### src/rtl/core/gct_pkg.sv
package gct_pkg;

    localparam logic [3:0] NO_CALL  = 4'd15;
    localparam logic [3:0] ALT_CODE = 4'd1;

    localparam logic [1:0] CLS_AA = 2'd0;
    localparam logic [1:0] CLS_AR = 2'd1;
    localparam logic [1:0] CLS_NN = 2'd2;
    localparam logic [1:0] CLS_RR = 2'd3;

    localparam int unsigned MATRIX_CELLS = 16;
    localparam int unsigned TALLY_COUNT  = 11;

    localparam int unsigned TL_SAMPLES = 0;
    localparam int unsigned TL_ALT     = 1;
    localparam int unsigned TL_POS     = 2;
    localparam int unsigned TL_NEG     = 3;
    localparam int unsigned TL_NULL    = 4;
    localparam int unsigned TL_CDISC   = 5;
    localparam int unsigned TL_CCONC   = 6;
    localparam int unsigned TL_NRD_N   = 7;
    localparam int unsigned TL_NRD_D   = 8;
    localparam int unsigned TL_NRS_N   = 9;
    localparam int unsigned TL_NRS_D   = 10;

    localparam logic [4:0] ID_LAST_CELL  = 5'd15;
    localparam logic [4:0] ID_SAMPLES    = 5'd16;
    localparam logic [4:0] ID_NRD_D      = 5'd24;
    localparam logic [4:0] ID_NRD_RATE   = 5'd25;
    localparam logic [4:0] ID_NRS_N      = 5'd26;
    localparam logic [4:0] ID_NRS_D      = 5'd27;
    localparam logic [4:0] ID_NRS_RATE   = 5'd28;

    localparam logic [16:0] VALUE_MAX = 17'h1FFFF;
    localparam logic [16:0] ONE_Q16   = 17'h10000;

    localparam int unsigned QUEUE_DEPTH = 4;
    localparam int unsigned QPTR_BITS   = $clog2(QUEUE_DEPTH);

    typedef struct packed {
        logic [3:0]             cls_pair;
        logic [TALLY_COUNT-1:0] tally;
        logic                   site_end;
    } t_bump;

    typedef enum logic [1:0] {
        BK_TALLY,
        BK_DRAIN,
        BK_DIV
    } t_back_state;

endpackage

### src/rtl/core/gct_front.sv
module gct_front (
    input  logic [3:0]     i_first_allele_a,
    input  logic [3:0]     i_second_allele_a,
    input  logic [3:0]     i_first_allele_b,
    input  logic [3:0]     i_second_allele_b,
    input  logic           i_site_end,
    output gct_pkg::t_bump o_bump
);
    import gct_pkg::*;

    logic       null_a, null_b, alt_a, alt_b, hom_a, hom_b, homref_a, homref_b, same;
    logic [1:0] cls_a, cls_b;
    logic       nrd_d, nrs_d;

    always_comb begin
        null_a   = (i_first_allele_a == NO_CALL) || (i_second_allele_a == NO_CALL);
        null_b   = (i_first_allele_b == NO_CALL) || (i_second_allele_b == NO_CALL);
        alt_a    = (i_first_allele_a == ALT_CODE) || (i_second_allele_a == ALT_CODE);
        alt_b    = (i_first_allele_b == ALT_CODE) || (i_second_allele_b == ALT_CODE);
        hom_a    = (i_first_allele_a == i_second_allele_a);
        hom_b    = (i_first_allele_b == i_second_allele_b);
        homref_a = hom_a && !alt_a;
        homref_b = hom_b && !alt_b;
        same     = ((i_first_allele_a == i_first_allele_b)
                    && (i_second_allele_a == i_second_allele_b))
                || ((i_first_allele_a == i_second_allele_b)
                    && (i_second_allele_a == i_first_allele_b));

        if (null_a) begin
            cls_a = CLS_NN;
        end else if (hom_a) begin
            cls_a = alt_a ? CLS_AA : CLS_RR;
        end else begin
            cls_a = CLS_AR;
        end
        if (null_b) begin
            cls_b = CLS_NN;
        end else if (hom_b) begin
            cls_b = alt_b ? CLS_AA : CLS_RR;
        end else begin
            cls_b = CLS_AR;
        end

        o_bump.cls_pair = {cls_a, cls_b};
        o_bump.site_end = i_site_end;
        o_bump.tally    = '0;
        o_bump.tally[TL_SAMPLES] = 1'b1;
        o_bump.tally[TL_ALT]     = alt_a;

        // discrepancy classes follow genotype A first, then B
        if (!same) begin
            if (null_a) begin
                o_bump.tally[TL_NULL] = !null_b;
            end else if (alt_a) begin
                if (alt_b) begin
                    o_bump.tally[TL_CDISC] = 1'b1;
                end else begin
                    o_bump.tally[TL_POS]  = 1'b1;
                    o_bump.tally[TL_NULL] = null_b;
                end
            end else if (alt_b) begin
                o_bump.tally[TL_NEG]  = 1'b1;
                o_bump.tally[TL_NULL] = null_b;
            end
        end else begin
            o_bump.tally[TL_CCONC] = !null_a;
        end

        nrd_d = !null_a && !null_b && !(homref_a && homref_b);
        nrs_d = !(null_b || homref_b);
        o_bump.tally[TL_NRD_D] = nrd_d;
        o_bump.tally[TL_NRD_N] = nrd_d && !same;
        o_bump.tally[TL_NRS_D] = nrs_d;
        o_bump.tally[TL_NRS_N] = nrs_d && !(null_a || homref_a);
    end

endmodule

### src/rtl/core/gct_queue.sv
module gct_queue (
    input  logic           i_clk,
    input  logic           i_rst_n,
    input  logic           i_push,
    input  gct_pkg::t_bump i_data,
    output logic           o_full,
    output logic           o_nonempty,
    input  logic           i_pop,
    output gct_pkg::t_bump o_data
);
    import gct_pkg::*;

    t_bump                r_mem [QUEUE_DEPTH];
    logic [QPTR_BITS-1:0] r_wr, r_rd;
    logic [QPTR_BITS:0]   r_count;

    assign o_full     = (r_count == (QPTR_BITS+1)'(QUEUE_DEPTH));
    assign o_nonempty = (r_count != '0);
    assign o_data     = r_mem[r_rd];

    always_ff @(posedge i_clk) begin
        if (i_push) begin
            r_mem[r_wr] <= i_data;
        end
    end

    always_ff @(posedge i_clk) begin
        if (!i_rst_n) begin
            r_wr    <= '0;
            r_rd    <= '0;
            r_count <= '0;
        end else begin
            if (i_push) begin
                r_wr <= r_wr + 1'b1;
            end
            if (i_pop) begin
                r_rd <= r_rd + 1'b1;
            end
            case ({i_push, i_pop})
                2'b10:   r_count <= r_count + 1'b1;
                2'b01:   r_count <= r_count - 1'b1;
                default: r_count <= r_count;
            endcase
        end
    end

endmodule

### src/rtl/core/gct_div.sv
module gct_div #(
    parameter int unsigned COUNT_BITS = 16
) (
    input  logic                  i_clk,
    input  logic                  i_rst_n,
    input  logic                  i_start,
    input  logic [COUNT_BITS-1:0] i_num,
    input  logic [COUNT_BITS-1:0] i_den,
    output logic                  o_done,
    output logic [16:0]           o_quot
);
    import gct_pkg::*;

    localparam int unsigned QW = COUNT_BITS + 16;
    localparam int unsigned SW = $clog2(QW + 1);

    logic                  r_busy, r_done;
    logic [SW-1:0]         r_step;
    logic [QW-1:0]         r_dvd;
    logic [COUNT_BITS-1:0] r_rem, r_den;
    logic [COUNT_BITS:0]   trial, diff;
    logic                  ge;

    // one quotient bit per cycle, restoring
    always_comb begin
        trial = {r_rem, r_dvd[QW-1]};
        diff  = trial - {1'b0, r_den};
        ge    = (trial >= {1'b0, r_den});
    end

    always_comb begin
        if ((|r_dvd[QW-1:17]) || (r_dvd[16:0] > ONE_Q16)) begin
            o_quot = ONE_Q16;
        end else begin
            o_quot = r_dvd[16:0];
        end
    end

    assign o_done = r_done;

    always_ff @(posedge i_clk) begin
        if (i_start) begin
            r_dvd <= {i_num, 16'b0};
            r_rem <= '0;
            r_den <= i_den;
        end else if (r_busy) begin
            r_dvd <= {r_dvd[QW-2:0], ge};
            r_rem <= ge ? diff[COUNT_BITS-1:0] : trial[COUNT_BITS-1:0];
        end
    end

    always_ff @(posedge i_clk) begin
        if (!i_rst_n) begin
            r_busy <= 1'b0;
            r_done <= 1'b0;
            r_step <= '0;
        end else if (i_start) begin
            r_busy <= 1'b1;
            r_done <= 1'b0;
            r_step <= SW'(QW);
        end else if (r_busy) begin
            r_step <= r_step - 1'b1;
            if (r_step == SW'(1)) begin
                r_busy <= 1'b0;
                r_done <= 1'b1;
            end
        end
    end

endmodule

### src/rtl/core/gct_back.sv
module gct_back #(
    parameter int unsigned COUNT_BITS = 16
) (
    input  logic                  i_clk,
    input  logic                  i_rst_n,
    input  gct_pkg::t_bump        i_bump,
    input  logic                  i_bump_valid,
    output logic                  o_pop,
    output logic                  o_div_start,
    output logic [COUNT_BITS-1:0] o_div_num,
    output logic [COUNT_BITS-1:0] o_div_den,
    input  logic                  i_div_done,
    input  logic [16:0]           i_div_quot,
    output logic                  o_valid,
    input  logic                  i_ready,
    output logic [4:0]            o_stat_id,
    output logic [16:0]           o_stat_value,
    output logic                  o_last_of_site
);
    import gct_pkg::*;

    logic [COUNT_BITS-1:0] r_cell  [MATRIX_CELLS];
    logic [COUNT_BITS-1:0] r_tally [TALLY_COUNT];
    t_back_state           r_state, n_state;
    logic [4:0]            r_idx, n_idx;
    logic                  r_o_valid;
    logic [4:0]            r_o_id;
    logic [16:0]           r_o_value;
    logic                  r_o_last;

    logic                  slot_free, load, load_last, clear;
    logic [16:0]           load_value;
    logic [4:0]            tally_pos;
    logic [COUNT_BITS-1:0] cell_val, tally_val;

    function automatic logic [16:0] sat_value(input logic [COUNT_BITS-1:0] v);
        logic [32:0] w;
        w = 33'(v);
        return (w > 33'(VALUE_MAX)) ? VALUE_MAX : w[16:0];
    endfunction

    function automatic logic [COUNT_BITS-1:0] bump_sat(input logic [COUNT_BITS-1:0] v);
        return (v == '1) ? v : v + COUNT_BITS'(1);
    endfunction

    assign slot_free = !r_o_valid || i_ready;
    assign cell_val  = r_cell[r_idx[3:0]];
    // ids up to the NRD normalizer map straight, the NRS pair skips the rate slot
    assign tally_pos = (r_idx <= ID_NRD_D) ? (r_idx - ID_SAMPLES) : (r_idx - ID_SAMPLES - 5'd1);
    assign tally_val = r_tally[tally_pos[3:0]];

    assign o_div_num = (r_idx == ID_NRD_RATE) ? r_tally[TL_NRD_N] : r_tally[TL_NRS_N];
    assign o_div_den = (r_idx == ID_NRD_RATE) ? r_tally[TL_NRD_D] : r_tally[TL_NRS_D];

    always_comb begin
        n_state     = r_state;
        n_idx       = r_idx;
        load        = 1'b0;
        load_value  = '0;
        load_last   = 1'b0;
        clear       = 1'b0;
        o_pop       = 1'b0;
        o_div_start = 1'b0;
        case (r_state)
            BK_TALLY: begin
                o_pop = i_bump_valid;
                if (i_bump_valid && i_bump.site_end) begin
                    n_state = BK_DRAIN;
                    n_idx   = '0;
                end
            end
            BK_DRAIN: begin
                if (r_idx <= ID_LAST_CELL) begin
                    // skip empty matrix cells
                    if (cell_val == '0) begin
                        n_idx = r_idx + 5'd1;
                    end else if (slot_free) begin
                        load       = 1'b1;
                        load_value = sat_value(cell_val);
                        n_idx      = r_idx + 5'd1;
                    end
                end else if (r_idx == ID_NRD_RATE || r_idx == ID_NRS_RATE) begin
                    if (o_div_den == '0) begin
                        n_idx = r_idx + 5'd1;
                    end else begin
                        o_div_start = 1'b1;
                        n_state     = BK_DIV;
                    end
                end else if (slot_free) begin
                    load       = 1'b1;
                    load_value = sat_value(tally_val);
                    if (r_idx == ID_NRS_D && r_tally[TL_NRS_D] == '0) begin
                        load_last = 1'b1;
                        clear     = 1'b1;
                        n_state   = BK_TALLY;
                    end else begin
                        n_idx = r_idx + 5'd1;
                    end
                end
            end
            BK_DIV: begin
                if (i_div_done && slot_free) begin
                    load       = 1'b1;
                    load_value = i_div_quot;
                    if (r_idx == ID_NRS_RATE) begin
                        load_last = 1'b1;
                        clear     = 1'b1;
                        n_state   = BK_TALLY;
                    end else begin
                        n_idx   = r_idx + 5'd1;
                        n_state = BK_DRAIN;
                    end
                end
            end
            default: begin
                n_state = BK_TALLY;
            end
        endcase
    end

    always_ff @(posedge i_clk) begin
        if (!i_rst_n) begin
            r_state <= BK_TALLY;
            r_idx   <= '0;
        end else begin
            r_state <= n_state;
            r_idx   <= n_idx;
        end
    end

    always_ff @(posedge i_clk) begin
        if (!i_rst_n || clear) begin
            for (int i = 0; i < MATRIX_CELLS; i++) begin
                r_cell[i] <= '0;
            end
            for (int i = 0; i < TALLY_COUNT; i++) begin
                r_tally[i] <= '0;
            end
        end else if (o_pop) begin
            for (int i = 0; i < MATRIX_CELLS; i++) begin
                if (i_bump.cls_pair == 4'(i)) begin
                    r_cell[i] <= bump_sat(r_cell[i]);
                end
            end
            for (int i = 0; i < TALLY_COUNT; i++) begin
                if (i_bump.tally[i]) begin
                    r_tally[i] <= bump_sat(r_tally[i]);
                end
            end
        end
    end

    always_ff @(posedge i_clk) begin
        if (!i_rst_n) begin
            r_o_valid <= 1'b0;
        end else if (load) begin
            r_o_valid <= 1'b1;
        end else if (i_ready) begin
            r_o_valid <= 1'b0;
        end
    end

    always_ff @(posedge i_clk) begin
        if (load) begin
            r_o_id    <= r_idx;
            r_o_value <= load_value;
            r_o_last  <= load_last;
        end
    end

    assign o_valid        = r_o_valid;
    assign o_stat_id      = r_o_id;
    assign o_stat_value   = r_o_value;
    assign o_last_of_site = r_o_last;

endmodule

### src/rtl/core/genotype_concordance_tally.sv
// A site_end transfer goes through the sample queue and the drain state before its first result is registered.
// Throughput: one sample per cycle while tallying and the queue is not full; four samples queue during a site drain.
// Site drain: steps through the matrix cells (skipping empty ones) and the scalar counts,
//   and runs the one-bit-per-cycle divider for each rate whose denominator is nonzero.
// Reset clears all counters, the sample queue and the output valid flag at once.
module genotype_concordance_tally #(
    parameter int unsigned COUNT_BITS = 16
) (
    input  logic        i_clk,
    input  logic        i_rst_n,
    input  logic        i_valid,
    output logic        o_ready,
    input  logic [3:0]  i_first_allele_a,
    input  logic [3:0]  i_second_allele_a,
    input  logic [3:0]  i_first_allele_b,
    input  logic [3:0]  i_second_allele_b,
    input  logic        i_site_end,
    output logic        o_valid,
    input  logic        i_ready,
    output logic [4:0]  o_stat_id,
    output logic [16:0] o_stat_value,
    output logic        o_last_of_site
);
    import gct_pkg::*;

    t_bump                 front_bump, queue_bump;
    logic                  queue_full, queue_nonempty, pop;
    logic                  div_start, div_done;
    logic [COUNT_BITS-1:0] div_num, div_den;
    logic [16:0]           div_quot;

    assign o_ready = !queue_full;

    gct_front u_front (
        .i_first_allele_a  (i_first_allele_a),
        .i_second_allele_a (i_second_allele_a),
        .i_first_allele_b  (i_first_allele_b),
        .i_second_allele_b (i_second_allele_b),
        .i_site_end        (i_site_end),
        .o_bump            (front_bump)
    );

    gct_queue u_queue (
        .i_clk      (i_clk),
        .i_rst_n    (i_rst_n),
        .i_push     (i_valid && !queue_full),
        .i_data     (front_bump),
        .o_full     (queue_full),
        .o_nonempty (queue_nonempty),
        .i_pop      (pop),
        .o_data     (queue_bump)
    );

    gct_div #(.COUNT_BITS(COUNT_BITS)) u_div (
        .i_clk   (i_clk),
        .i_rst_n (i_rst_n),
        .i_start (div_start),
        .i_num   (div_num),
        .i_den   (div_den),
        .o_done  (div_done),
        .o_quot  (div_quot)
    );

    gct_back #(.COUNT_BITS(COUNT_BITS)) u_back (
        .i_clk          (i_clk),
        .i_rst_n        (i_rst_n),
        .i_bump         (queue_bump),
        .i_bump_valid   (queue_nonempty),
        .o_pop          (pop),
        .o_div_start    (div_start),
        .o_div_num      (div_num),
        .o_div_den      (div_den),
        .i_div_done     (div_done),
        .i_div_quot     (div_quot),
        .o_valid        (o_valid),
        .i_ready        (i_ready),
        .o_stat_id      (o_stat_id),
        .o_stat_value   (o_stat_value),
        .o_last_of_site (o_last_of_site)
    );

endmodule

### config.mk
export PLATFORM = sky130hd
export DESIGN_NAME = genotype_concordance_tally
export DESIGN_NICKNAME = d
export VERILOG_FILES = /design/src/rtl/core/gct_pkg.sv /design/src/rtl/core/gct_front.sv /design/src/rtl/core/gct_queue.sv /design/src/rtl/core/gct_div.sv /design/src/rtl/core/gct_back.sv /design/src/rtl/core/genotype_concordance_tally.sv
export SDC_FILE = /design/constraint.sdc
export NUM_CORES = 1
export LEC_CHECK = 0
export BUFFER_PORTS_ARGS = -buffer_cell sky130_fd_sc_hd__buf_2
export CAP_MARGIN = 5
export CORE_MARGIN = 4
export CORE_UTILIZATION = 35
export CTS_CLUSTER_DIAMETER = 120
export DETAILED_ROUTE_END_ITERATION = 6
export MAX_ROUTING_LAYER = met4
export PLACE_DENSITY = 0.55
export SYNTH_ARGS = -nofsm -noshare
export SYNTH_HDL_FRONTEND = slang
export SYNTH_SLANG_ARGS = --single-unit
### constraint.sdc
create_clock -name i_clk -period 5.3 [get_ports i_clk]
set_input_delay 0.265 -clock i_clk [delete_from_list [all_inputs] [get_ports i_clk]]
set_output_delay 0.265 -clock i_clk [all_outputs]
set_load 0.01 [all_outputs]
# Word level (Yosys, flattened, before mapping)

Memory sizes are Yosys's and may differ from the RTL's. A register that Yosys moved wholly into a read port is not among the register bits.
Cells that the tools add are included.

Add/subtract/negate cells: 36
Order comparisons: 4
Equal/unequal tests: 76
Multiplexer cells: 249
Bitwise gates (word level): 28
Reduce and logical (&&, ||, !) cells: 50

Operator list:

| operator                                                         | number |
|---|---|
| 16-bit two-way mux                                               | 59 |
| 16-bit by 1-bit adder with 16-bit output (second input constant) | 27 |
| 16-bit == test (second input constant)                           | 27 |
| 1-bit two-way mux                                                | 144 |
| 17-bit two-way mux                                               | 5 |
| 32-bit two-way mux                                               | 2 |
| 5-bit two-way mux                                                | 10 |
| 4-bit == test (second input constant)                            | 12 |
| 16-bit zero test                                                 | 3 |
| 2-bit two-way mux                                                | 17 |
| 17-bit case mux with 2 select lines                              | 1 |
| 1-bit OR                                                         | 27 |
| 4-bit == test                                                    | 6 |
| 4-bit by 1-bit == test with 1-bit output (second input constant) | 5 |
| 17-bit by 16-bit greater-or-equal comparator with 1-bit output   | 1 |
| 17-bit > comparator (second input constant)                      | 1 |
| 4-bit by 3-bit == test with 1-bit output (second input constant) | 4 |
| 4-bit two-way mux                                                | 4 |
| 16-bit subtractor                                                | 1 |
| 5-bit == test (second input constant)                            | 3 |
| 5-bit case mux with 3 select lines                               | 1 |
| 15-bit OR reduction                                              | 1 |
| 1-bit logical AND                                                | 13 |
| 6-bit two-way mux                                                | 2 |
| 34 further kinds                                                 | 67 |

Register bits after elaboration: 110
Memory bits (writable): 492
Input bits: 21
Logic and storage cells: 463
Memories: 3

Memory list:

| memory         | words | bits a word | rd ports | clocked after Yosys merged registers in | write ports | line            | source |
|---|---|---|---|---|---|---|---|
| u_back.r_cell  | 16    | 16          | 17       | 1                                       | 16          | gct_back.sv:22  | `logic [COUNT_BITS-1:0] r_cell [MATRIX_CELLS];` |
| u_back.r_tally | 11    | 16          | 12       | 0                                       | 11          | gct_back.sv:23  | `logic [COUNT_BITS-1:0] r_tally [TALLY_COUNT];` |
| u_queue.r_mem  | 4     | 15          | 1        | 1                                       | 1           | gct_queue.sv:13 | `t_bump r_mem [QUEUE_DEPTH];` |

# Depth between registers and ports, before layout

Gate-level depths: netlist of run 1.
An unclocked memory read counts as a cell.

Depth after elaboration: 12
Gate-level depth with buffers: 13

# Hierarchy

From an unflattened synthesis of run 1, not the netlist that was laid out.

Cell total of the unflattened synthesis: 3,148
Area total of the unflattened synthesis: 34,928.5 sq um

Modules (own cells, without submodules):

| module                     | instances | cells each | area each (sq um) | seq. area each (sq um) |
|---|---|---|---|---|
| gct_back                   | 1         | 2,510      | 27,636.5          | 13,903.3 |
| gct_div                    | 1         | 432        | 3,930.0           | 1,761.7 |
| gct_queue                  | 1         | 126        | 2,788.9           | 2,102.0 |
| gct_front                  | 1         | 78         | 563.0             | 0.0 |
| genotype_concordance_tally | 1         | 2          | 10.0              | 0.0 |

# Least setup slack after synthesis of run 1

Ideal clock, no wire load.

Kind: register -> register
Start: register u_back.r_idx[0]
End: memory u_back.r_cell[0][0], enable pin
Library setup time: 0.411 ns
Arrival: 3.453 ns
Data required time: 4.889 ns
Path slack: 1.436 ns
Stages on the path, launching flop included: 13
Period minus slack after synthesis: 3.864 ns
Cell sequence: dfxtp_1 > ha_1 > and3_1 > ha_1 > nor2_1 > nand2b_1 > o32ai_1 > a21o_1 > buf_2 > nor2_1 > clkbuf_1 > nand3_1 > o21ai_0

RTL lines:

| what                   | line            | source |
|---|---|---|
| from (decl)            | gct_back.sv:25  | `logic [4:0] r_idx, n_idx;` |
| from (signal assigned) | gct_back.sv:127 | `r_idx <= n_idx;` |
| to (decl)              | gct_back.sv:22  |  |

==> results of run 1 <==
==> flip-flops by register name, indices dropped and copies added (netlist names), 3 cells and up, named ones only <==
| signal | cells |
|---|---|
| u_back.r_tally | 176 |
| u_div.r_dvd | 32 |
| u_back.o_stat_id | 5 |
| u_div.r_rem | 16 |
| u_back.r_idx | 5 |
| u_div.r_den | 16 |
| u_div.r_step | 6 |
| u_queue.r_mem | 60 |
| u_back.r_cell | 256 |
| u_back.o_stat_value | 17 |
| u_queue.r_count | 3 |
==> worst max-delay path by stage <==
stage / start / to / slack (ns) / cells past startpoint
3_3_place_gp: u_back.r_tally[10][2] / u_back.r_tally[10][13] / 1.42 / 8
3_5_place_dp: u_back.r_idx[0] / u_back.r_tally[10][2] / 1.39 / 10
2_1_floorplan: u_back.r_idx[0] / u_back.r_cell[0][0] / 1.44 / 12
4_1_cts: u_back.r_idx[0] / u_back.r_cell[12][6] / 1.33 / 10
5_1_grt: u_back.r_idx[0] / u_back.r_cell[10][4] / 1.05 / 10
6_report: u_back.r_idx[0] / u_back.r_tally[10][2] / 1.31 / 10
==> timing repair <==
item | 4_1_cts | 5_1_grt
hold endpoints to repair | 4 | 0
hold buffers | 1 | 0
setup endpoints to repair | 0 | 0
buffers inserted | 0 | 0
==> placed cells by master, fill, tap and decap left out, types with 8 or more instances in the layout <==
| master | instances |
|---|---|
| nor2_1 | 583 |
| edfxtp_1 | 547 |
| xor2_1 | 238 |
| nand2_1 | 206 |
| nand3_1 | 203 |
| xnor2_1 | 183 |
| and3_1 | 111 |
| mux4_2 | 101 |
| inv_1 | 84 |
| clkbuf_16 | 79 |
| nand4_1 | 71 |
| mux2i_1 | 71 |
| ha_1 | 60 |
| dfxtp_1 | 58 |
| buf_4 | 58 |
| o21ai_0 | 51 |
| buf_2 | 45 |
| a21oi_1 | 39 |
| a211oi_1 | 36 |
| nor3_1 | 32 |
| a22oi_1 | 30 |
| o21ai_1 | 23 |
| and2_1 | 22 |
| nor4_1 | 19 |
| clkbuf_1 | 17 |
| mux2_2 | 16 |
| nor2b_1 | 16 |
| a221o_1 | 16 |
| clkinv_1 | 15 |
| and4_1 | 15 |
| mux4_1 | 10 |
| nand2b_1 | 9 |
| or3_1 | 8 |
| clkinv_2 | 8 |
==> cell type report <==
class	count	area, um2
multi-input combinational	2242	15700
timing repair buffer	105	691
tap	1276	1600
clock inverter	35	342
antenna	3	7.51
fill	9356	58300
sequential	608	17700
inverter	87	327
clock buffer	100	2100
==> metrics by stage <==
step | instance area, um2 | setup slack, ns | power [mW] | hold WS [ns] | std cells
2_1_floorplan | 34100 | 1.44 | 8.47 | 0.364 | 3061
3_3_place_gp | 35900 | 1.42 | 9.67 | 0.458 | 4317
3_5_place_dp | 35900 | 1.39 | 9.67 | 0.475 | 4317
4_1_cts | 38400 | 1.33 | 14.8 | 0.0263 | 4453
5_1_grt | 38400 | 1.05 | 15.4 | 0.0664 | 4456
6_report | 38400 | 1.31 | 14.7 | 0.0784 | 4456
==> critical path, delay by kind of cell, from the launching register on <==
family	cells	cell delay, ns
compound gates	2	0.72
fa+ha+maj	1	0.29
simple gates	3	0.48
flops	1	0.62
mux	1	0.30
buf+inv	3	1.22
==> power breakdown <==
group	switching (mW)	internal (mW)	total (mW)
Sequential	0.905	6.00	6.91
Clock	2.06	3.03	5.09
Combinational	1.59	1.11	2.70
Total	4.56	10.1	14.7
==> cell families (layout without fill, tap and decap cells) <==
group | count (synthesis) | after routing
muxes | 198 | 198
other | 0 | 3
AOI/OAI and AO/OA | 240 | 240
adders and majority gates | 62 | 62
DFF | 608 | 608
buffers and inverters | 211 | 327
xor gates and xnor gates | 422 | 422
and+or+nand+nor | 1320 | 1320
==> metal layers <==
metal	global-route usage (%)	up-vias
li1	-	11245
met1	25.7	11832
met2	26.7	759
met3	3.72	139
met4	5.57	0
met5	-	-
==> impl_results.md, run 1 <==
- Status: finished, final reports clean
- Setup CP Type: reg -> reg
- Slowest-stage cell, CP: buf_4
- Initial core utilization: 35.3%
- Slew HR: 19.9%
- Count of state elements after synthesis: around 610
- WL met2: 40.6 mm
- Syn. warnings: 0
- Gr ovfl total: 0
- WL met3: about 7.0 mm
- Synth cell types: 64
- Commonest cells post-synth: 585 x nor2_1, 547 x edfxtp_1, 238 x xor2_1
- Final wirelength: 92.5 mm
- Async set-reset flop share out of synthesis: 0%
- Crit start category: flip-flop
- Reg-to-Reg Start: u_back.r_idx[0]
- FP Rows: 114
- Top layer in use: met4
- CP cell instances: inv_1, ha_1, mux2_2, and2_1, nand2b_1, o32ai_1, a21o_4, buf_4, buf_4, nor2_1
- Hold Path Depth: 3
- Number of port buffers: 45
- Mux share of post-synthesis cell area: 10.0%
- Yosys top cell area share: 48.1%
- Reg2Reg Setup Slack: approximately 1.3 ns
- Seq/Total Area, Yosys: 51.7%
- CTS Sinks: 608
- # DRC: 0
- CP endpoint kind: flip-flop
- Clk_lat worst skew: 0.64 ns
- Via count: 23975
- CP required: about 5.6 ns
- Drt via density: 5.38
- Main combinational cell family by area after synthesis: simple AND/OR/NAND/NOR gates
- Placer Congestion: 0.887
- Fmax: around 250 MHz
- Core area: 96700 um2
- Final Util: 39.7%
- CTS tree: yes
- Max stage delay on crit path: between 0.6 and 0.7 ns
- Synth Area per Inst: 11.1 um2
- Post-synthesis simple-gate area fraction: 17.8%
- Max_cap viols: 0
- Fin crit share: roughly 75%
- Fraction of layout instances using a drive strength above 1: 11.0%
- XOR/XNOR Fraction of Synth Area: 10.9%
- CP Max Fanout: 62
- First-pass GRT wire length: 140 mm
- Post-synthesis compound-gate area fraction: around 4.7%
- Setup Skew: 0.0242 ns
- Die Ht: 320 um
- Worst r2r dst: u_back.r_tally[10][2]
- Area delta synth->final: 12.5%
- DRT Pass-1 Iters: 5
- Area leader, netlist: edfxtp_1
- TritonCTS buffer count: 74
- Setup violators final: 0
- Crit path top cell by count: buf_4
- CTS Buffer Depth: 3
- Ys flop type: edfxtp_1
- Minimum clock period: approximately 4.0 ns
- VDD IR max: 0.267 mV
- Syn Inst Count: 3061
- Antenna violations before repair: 8
- Die ar.: around 100000 um2
- Hold Crit Start: i_rst_n
- Root Driver: clkbuf_16
- Adder-cell share of the synthesized area: around 2.3%
- Pins over their slew limit: 0
- Hold Fails Final Rpt: 0
- Number of I/O pins: 46
- Count leader, synth: nor2_1
- DR WL/cell: 20.8 um
- RSZ-0062 raised after global routing: false
- Die Wd: ~320 um
- Leak: between 10 and 15 nW
- Pin count of the biggest net entering global routing: 65
- Slew @ Worst Pin: 1.20 ns
- Cell Area, Synth: 34100 um2
- Crit path DAT: 4.33 ns
- Starting DRT DRC Count: approximately 2200
- TNS Setup: 0 ns
- Detailed Place HPWL: 67.6 mm
- H-tree depth: 3
- Path depth of the worst reg2reg path: 10
- Clk slew on worst S/H paths: approximately 0.060 ns
- Total GRT Usage: 18.3%
- Vias in the first global route: 22730
- Top post-synthesis cells by area: edfxtp_1 48%, mux4_2 6.7%, nor2_1 6.4%
- CTS resizes: 0
- Nets@finish: 3201
- Worst Hold Class: in -> reg
- ANT nets after route: 0
- Post-synth EDFFs: 547
- M1 WL: 42.5 mm
- Post-Syn Nets: 3144
- Power density cells: approximately 380 nW/um2
Power figures use the tool's default switching activity.
==> run 2: changes to the inputs <==
--- a/config.mk
+++ b/config.mk
@@ -5,6 +5,7 @@
 export SDC_FILE = /design/constraint.sdc
 export NUM_CORES = 1
 export LEC_CHECK = 0
+export ABC_AREA = 1
 export BUFFER_PORTS_ARGS = -buffer_cell sky130_fd_sc_hd__buf_2
 export CAP_MARGIN = 5
 export CORE_MARGIN = 4
==> constraint.sdc (replaced) <==
create_clock -name i_clk -period 3.9 [get_ports i_clk]
set_input_delay 0.195 -clock i_clk [delete_from_list [all_inputs] [get_ports i_clk]]
set_output_delay 0.195 -clock i_clk [all_outputs]
set_load 0.01 [all_outputs]
==> impl_results.md, run 2 <==
- Commonest non-fill, non-tap cell in the layout: nand2_1 (was nor2_1)
- Core area: 102000 um2 (was 96700 um2)
- Cell Area, Synth: 36100 um2 (was 34100 um2)
- Leak: 16.0 nW (was 13.3 nW)
- Power density cells: 590 nW/um2 (was 383 nW/um2)
- Vias in the first global route: 27247 (was 22730)
- Filler cells: 10549 (was 9356)
- CTS Buffer Depth: 3 (unchanged)
- Clk_lat worst skew: 0.63 ns (was 0.64 ns)
- Combinational Power Share: 31.1% (was 18.3%)
- Via count: 28885 (was 23975)
- Post-CTS setup buffer count: 0 (unchanged)
- Crit path DAT: 4.01 ns (was 4.33 ns)
- Top post-synthesis cells by area: edfxtp_1 45%, nand2_1 9.0%, nand3_1 6.3% (was edfxtp_1 48%, mux4_2 6.7%, nor2_1 6.4%)
- Fraction of layout instances using a drive strength above 1: 7.25% (was 11.0%)
- ANT nets after route: 0 (unchanged)
- Ant. Diodes: 0 (was 3)
- Hold Fails Final Rpt: 0 (unchanged)
- Number of port buffers: 45 (unchanged)
- Slowest-stage cell, CP: o21ai_0 (was buf_4)
- Pins over their slew limit: 0 (unchanged)
- Net Sw Power: 9.18 mW (was 4.56 mW)
- H-tree depth: 3 (unchanged)
- CTS resizes: 0 (unchanged)
- Switching Fraction: 38.6% (was 31.0%)
- CP Max Fanout: 58 (was 62)
- Die Wd: 329 um (was 320 um)
- Detailed Place HPWL: 70.6 mm (was 67.6 mm)
- Fin crit share: 89.1% (was 75.2%)
- Async set-reset flop share out of synthesis: 0% (unchanged)
- Antenna violations before repair: 0 (was 8)
- Worst hold slack: 0.0500 ns (was 0.0784 ns)
- Most flops, register: u_back.r_cell (unchanged)
- Initial core utilization: 35.4% (was 35.3%)
- Synth Area per Inst: 8.30 um2 (was 11.1 um2)
- Max_cap viols: 0 (unchanged)
- Final Util: 39.4% (was 39.7%)
- Worst Hold Class: in -> reg (unchanged)
- FP Rows: 117 (was 114)
- DRT Pass-1 Iters: 6 (was 5)
- First-pass GRT wire length: 153 mm (was 140 mm)
- Clk slew on worst S/H paths: 0.06 ns (about the same)
- Slew HR: 35.6% (was 19.9%)
- TritonCTS buffer count: 71 (was 74)
- Minimum clock period: 3.47 ns (was 3.99 ns)
- Final setup margin: 0.426 ns (was 1.31 ns)
- Syn. warnings: 0 (unchanged)
- Nets@finish: 4466 (was 3201)
- Starting DRT DRC Count: 2384 (was 2187)
- Gr ovfl total: 0 (unchanged)
- Crit path top cell by count: nand2_1 (was buf_4)
- Pin count of the biggest net entering global routing: 82 (was 65)
- TNS Setup: 0 ns (unchanged)
- Post-synth EDFFs: 547 (unchanged)
- Placer Congestion: 0.887 (unchanged)
- Dpl ws: 0.456 ns (was 1.39 ns)
- Drt via density: 4.97 (was 5.38)
- CP required: 4.43 ns (was 5.64 ns)
- Max stage delay on crit path: 0.42 ns (was 0.64 ns)
- Post-Syn Nets: 4438 (was 3144)
- Int Pwr: 14.6 mW (was 10.1 mW)
- Number of I/O pins: 46 (unchanged)
- CTS Sinks: 608 (unchanged)
- Slew @ Worst Pin: 0.965 ns (was 1.20 ns)
- Most frequent cells in the layout: 867 x nand2_1, 584 x inv_1, 549 x nor2_1 (was 583 x nor2_1, 547 x edfxtp_1, 238 x xor2_1)
- Die Ht: 329 um (was 320 um)
- Synth cell types: 57 (was 64)
- Setup Skew: 0.0268 ns (was 0.0242 ns)
- Clock share of power: 27.7% (was 34.7%)
- Fmax: 288 MHz (was 251 MHz)
- CP endpoint kind: flip-flop (unchanged)
- Setup CP Type: reg -> reg (unchanged)
- Reg2Reg Setup Slack: 0.43 ns (was 1.31 ns)
- Final wirelength: 97.3 mm (was 92.5 mm)
- Die ar.: 108000 um2 (was 103000 um2)
- Total GRT Usage: 18.2% (was 18.3%)
- Seq/Total Area, Yosys: 48.8% (was 51.7%)
- Area leader, netlist: edfxtp_1 (unchanged)
- Count of state elements after synthesis: 608 (unchanged)
- Commonest cells post-synth: 868 x nand2_1, 584 x inv_1, 549 x nor2_1 (was 585 x nor2_1, 547 x edfxtp_1, 238 x xor2_1)
- Max reg flops: 256 (unchanged)
- Count leader, synth: nand2_1 (was nor2_1)
- Setup violators final: 0 (unchanged)
- DR WL/cell: 16.7 um (was 20.8 um)
- Area delta synth->final: 11.5% (was 12.5%)
- Root Driver: clkbuf_16 (unchanged)
- RSZ-0062 raised after global routing: false (unchanged)
- VDD IR max: 0.341 mV (was 0.267 mV)
- Crit start category: flip-flop (unchanged)
- Overall power: 23.8 mW (was 14.7 mW)
- CP cell instances: inv_1, ha_1, inv_1, nor2_2, nand2_2, buf_4, o21ai_0, nand4_1, nor2_1, nand2_1, nand2_2, inv_2, nor2_4, nand2_1, nand2_1, nand2_1, nor2_1 (was inv_1, ha_1, mux2_2, and2_1, nand2b_1, o32ai_1, a21o_4, buf_4, buf_4, nor2_1)
- Status: finished, final reports clean (unchanged)
- # DRC: 0 (unchanged)
- CTS tree: yes (unchanged)
- Sequential share of power: 41.2% (was 47.0%)
- Syn Inst Count: 4355 (was 3061)
- Yosys top cell area share: 45.5% (was 48.1%)
- Largest regs: u_back.r_cell (256), u_back.r_tally (176), u_queue.r_mem (60) (unchanged)
- Ys flop type: edfxtp_1 (unchanged)
==> run 2: cell count changes in the layout (fill, tap and decap cells not counted), moves of 101 or more <==
cell | before | now
mux4_2 | 101 | 0
nand2_1 | 206 | 867
xnor2_1 | 183 | 61
nand3_1 | 203 | 454
and3_1 | 111 | 1
nor3_1 | 32 | 142
inv_1 | 84 | 584
==> run 2: critical path: cells and delay by family (launching register included) <==
kind | cells | cell delay, ns
adders and majority gates | 1 | 0.19
buffers and inverters | 4 | 0.83
AOI/OAI and AO/OA | 1 | 0.42
and+or+nand+nor | 11 | 1.59
DFF | 1 | 0.33
==> run 2: layer usage <==
metal | vias up | global-route usage, % | wire length, um
li1 | 14557 | - | -
met1 | 13507 | 25.1 | 45800
met2 | 662 | 28.2 | 44100
met3 | 159 | 2.42 | 4460
met4 | 0 | 5.31 | 2900
met5 | - | - | 0
==> run 2: cell families after synthesis <==
logic type      after synthesis  synth area share, %
flops                       608                 48.8
mux                           3               0.0935
buf+inv                     759                 8.22
simple gates               2213                 26.7
compound gates              427                 7.13
fa+ha+maj                    62                 2.19
xor+xnor                    283                 6.86
==> run 2: layout make-up <==
| class | instances | area [um2] | share of cell area [%] |
|---|---|---|---|
| clock buffers | 95 | 2030 | 5.05 |
| clock inverters | 36 | 233 | 0.577 |
| inverters | 600 | 2250 | 5.59 |
| multi-input cells | 2988 | 15600 | 38.8 |
| flip-flops and latches | 608 | 17700 | 43.8 |
| well taps | 1368 | 1710 | 4.25 |
| repair buffers | 114 | 796 | 1.97 |
==> run 2: repair_timing <==
action | in CTS | in global routing
endpoints found under the hold margin | 4 | 0
hold buffers | 1 | 0
setup endpoints to repair | 0 | 0
==> run 2: final timing paths <==
path | start | endpoint | cells past startpoint
max | u_back.r_idx[1] | flip-flop | 17
min | i_rst_n | u_queue.r_wr[0] | 3
max reg2reg | u_back.r_idx[1] | flip-flop | 17
min reg2reg | u_queue.r_rd[1] | u_queue.r_rd[1] | 2
==> run 2: per-stage QoR <==
stage                     instance area, um2  std cells
after CTS                              40300       5809
after global routing                   40300       5809
after detailed placement               38000       5677
final                                  40300       5809
after global placement                 38000       5677
after floorplan                        36100       4355
==> run 2: power groups by stage <==
| stage | Sequential, mW | Combinational, mW | Clock (mW) |
|---|---|---|---|
| 2_1_floorplan | 9.50 | 4.95 | 0 |
| 3_3_place_gp | 9.89 | 7.34 | 0 |
| 4_1_cts | 9.79 | 7.40 | 6.75 |
| 3_5_place_dp | 9.91 | 7.36 | 0 |
| 6_report | 9.80 | 7.39 | 6.57 |
| 5_1_grt | 9.97 | 8.21 | 7.01 |
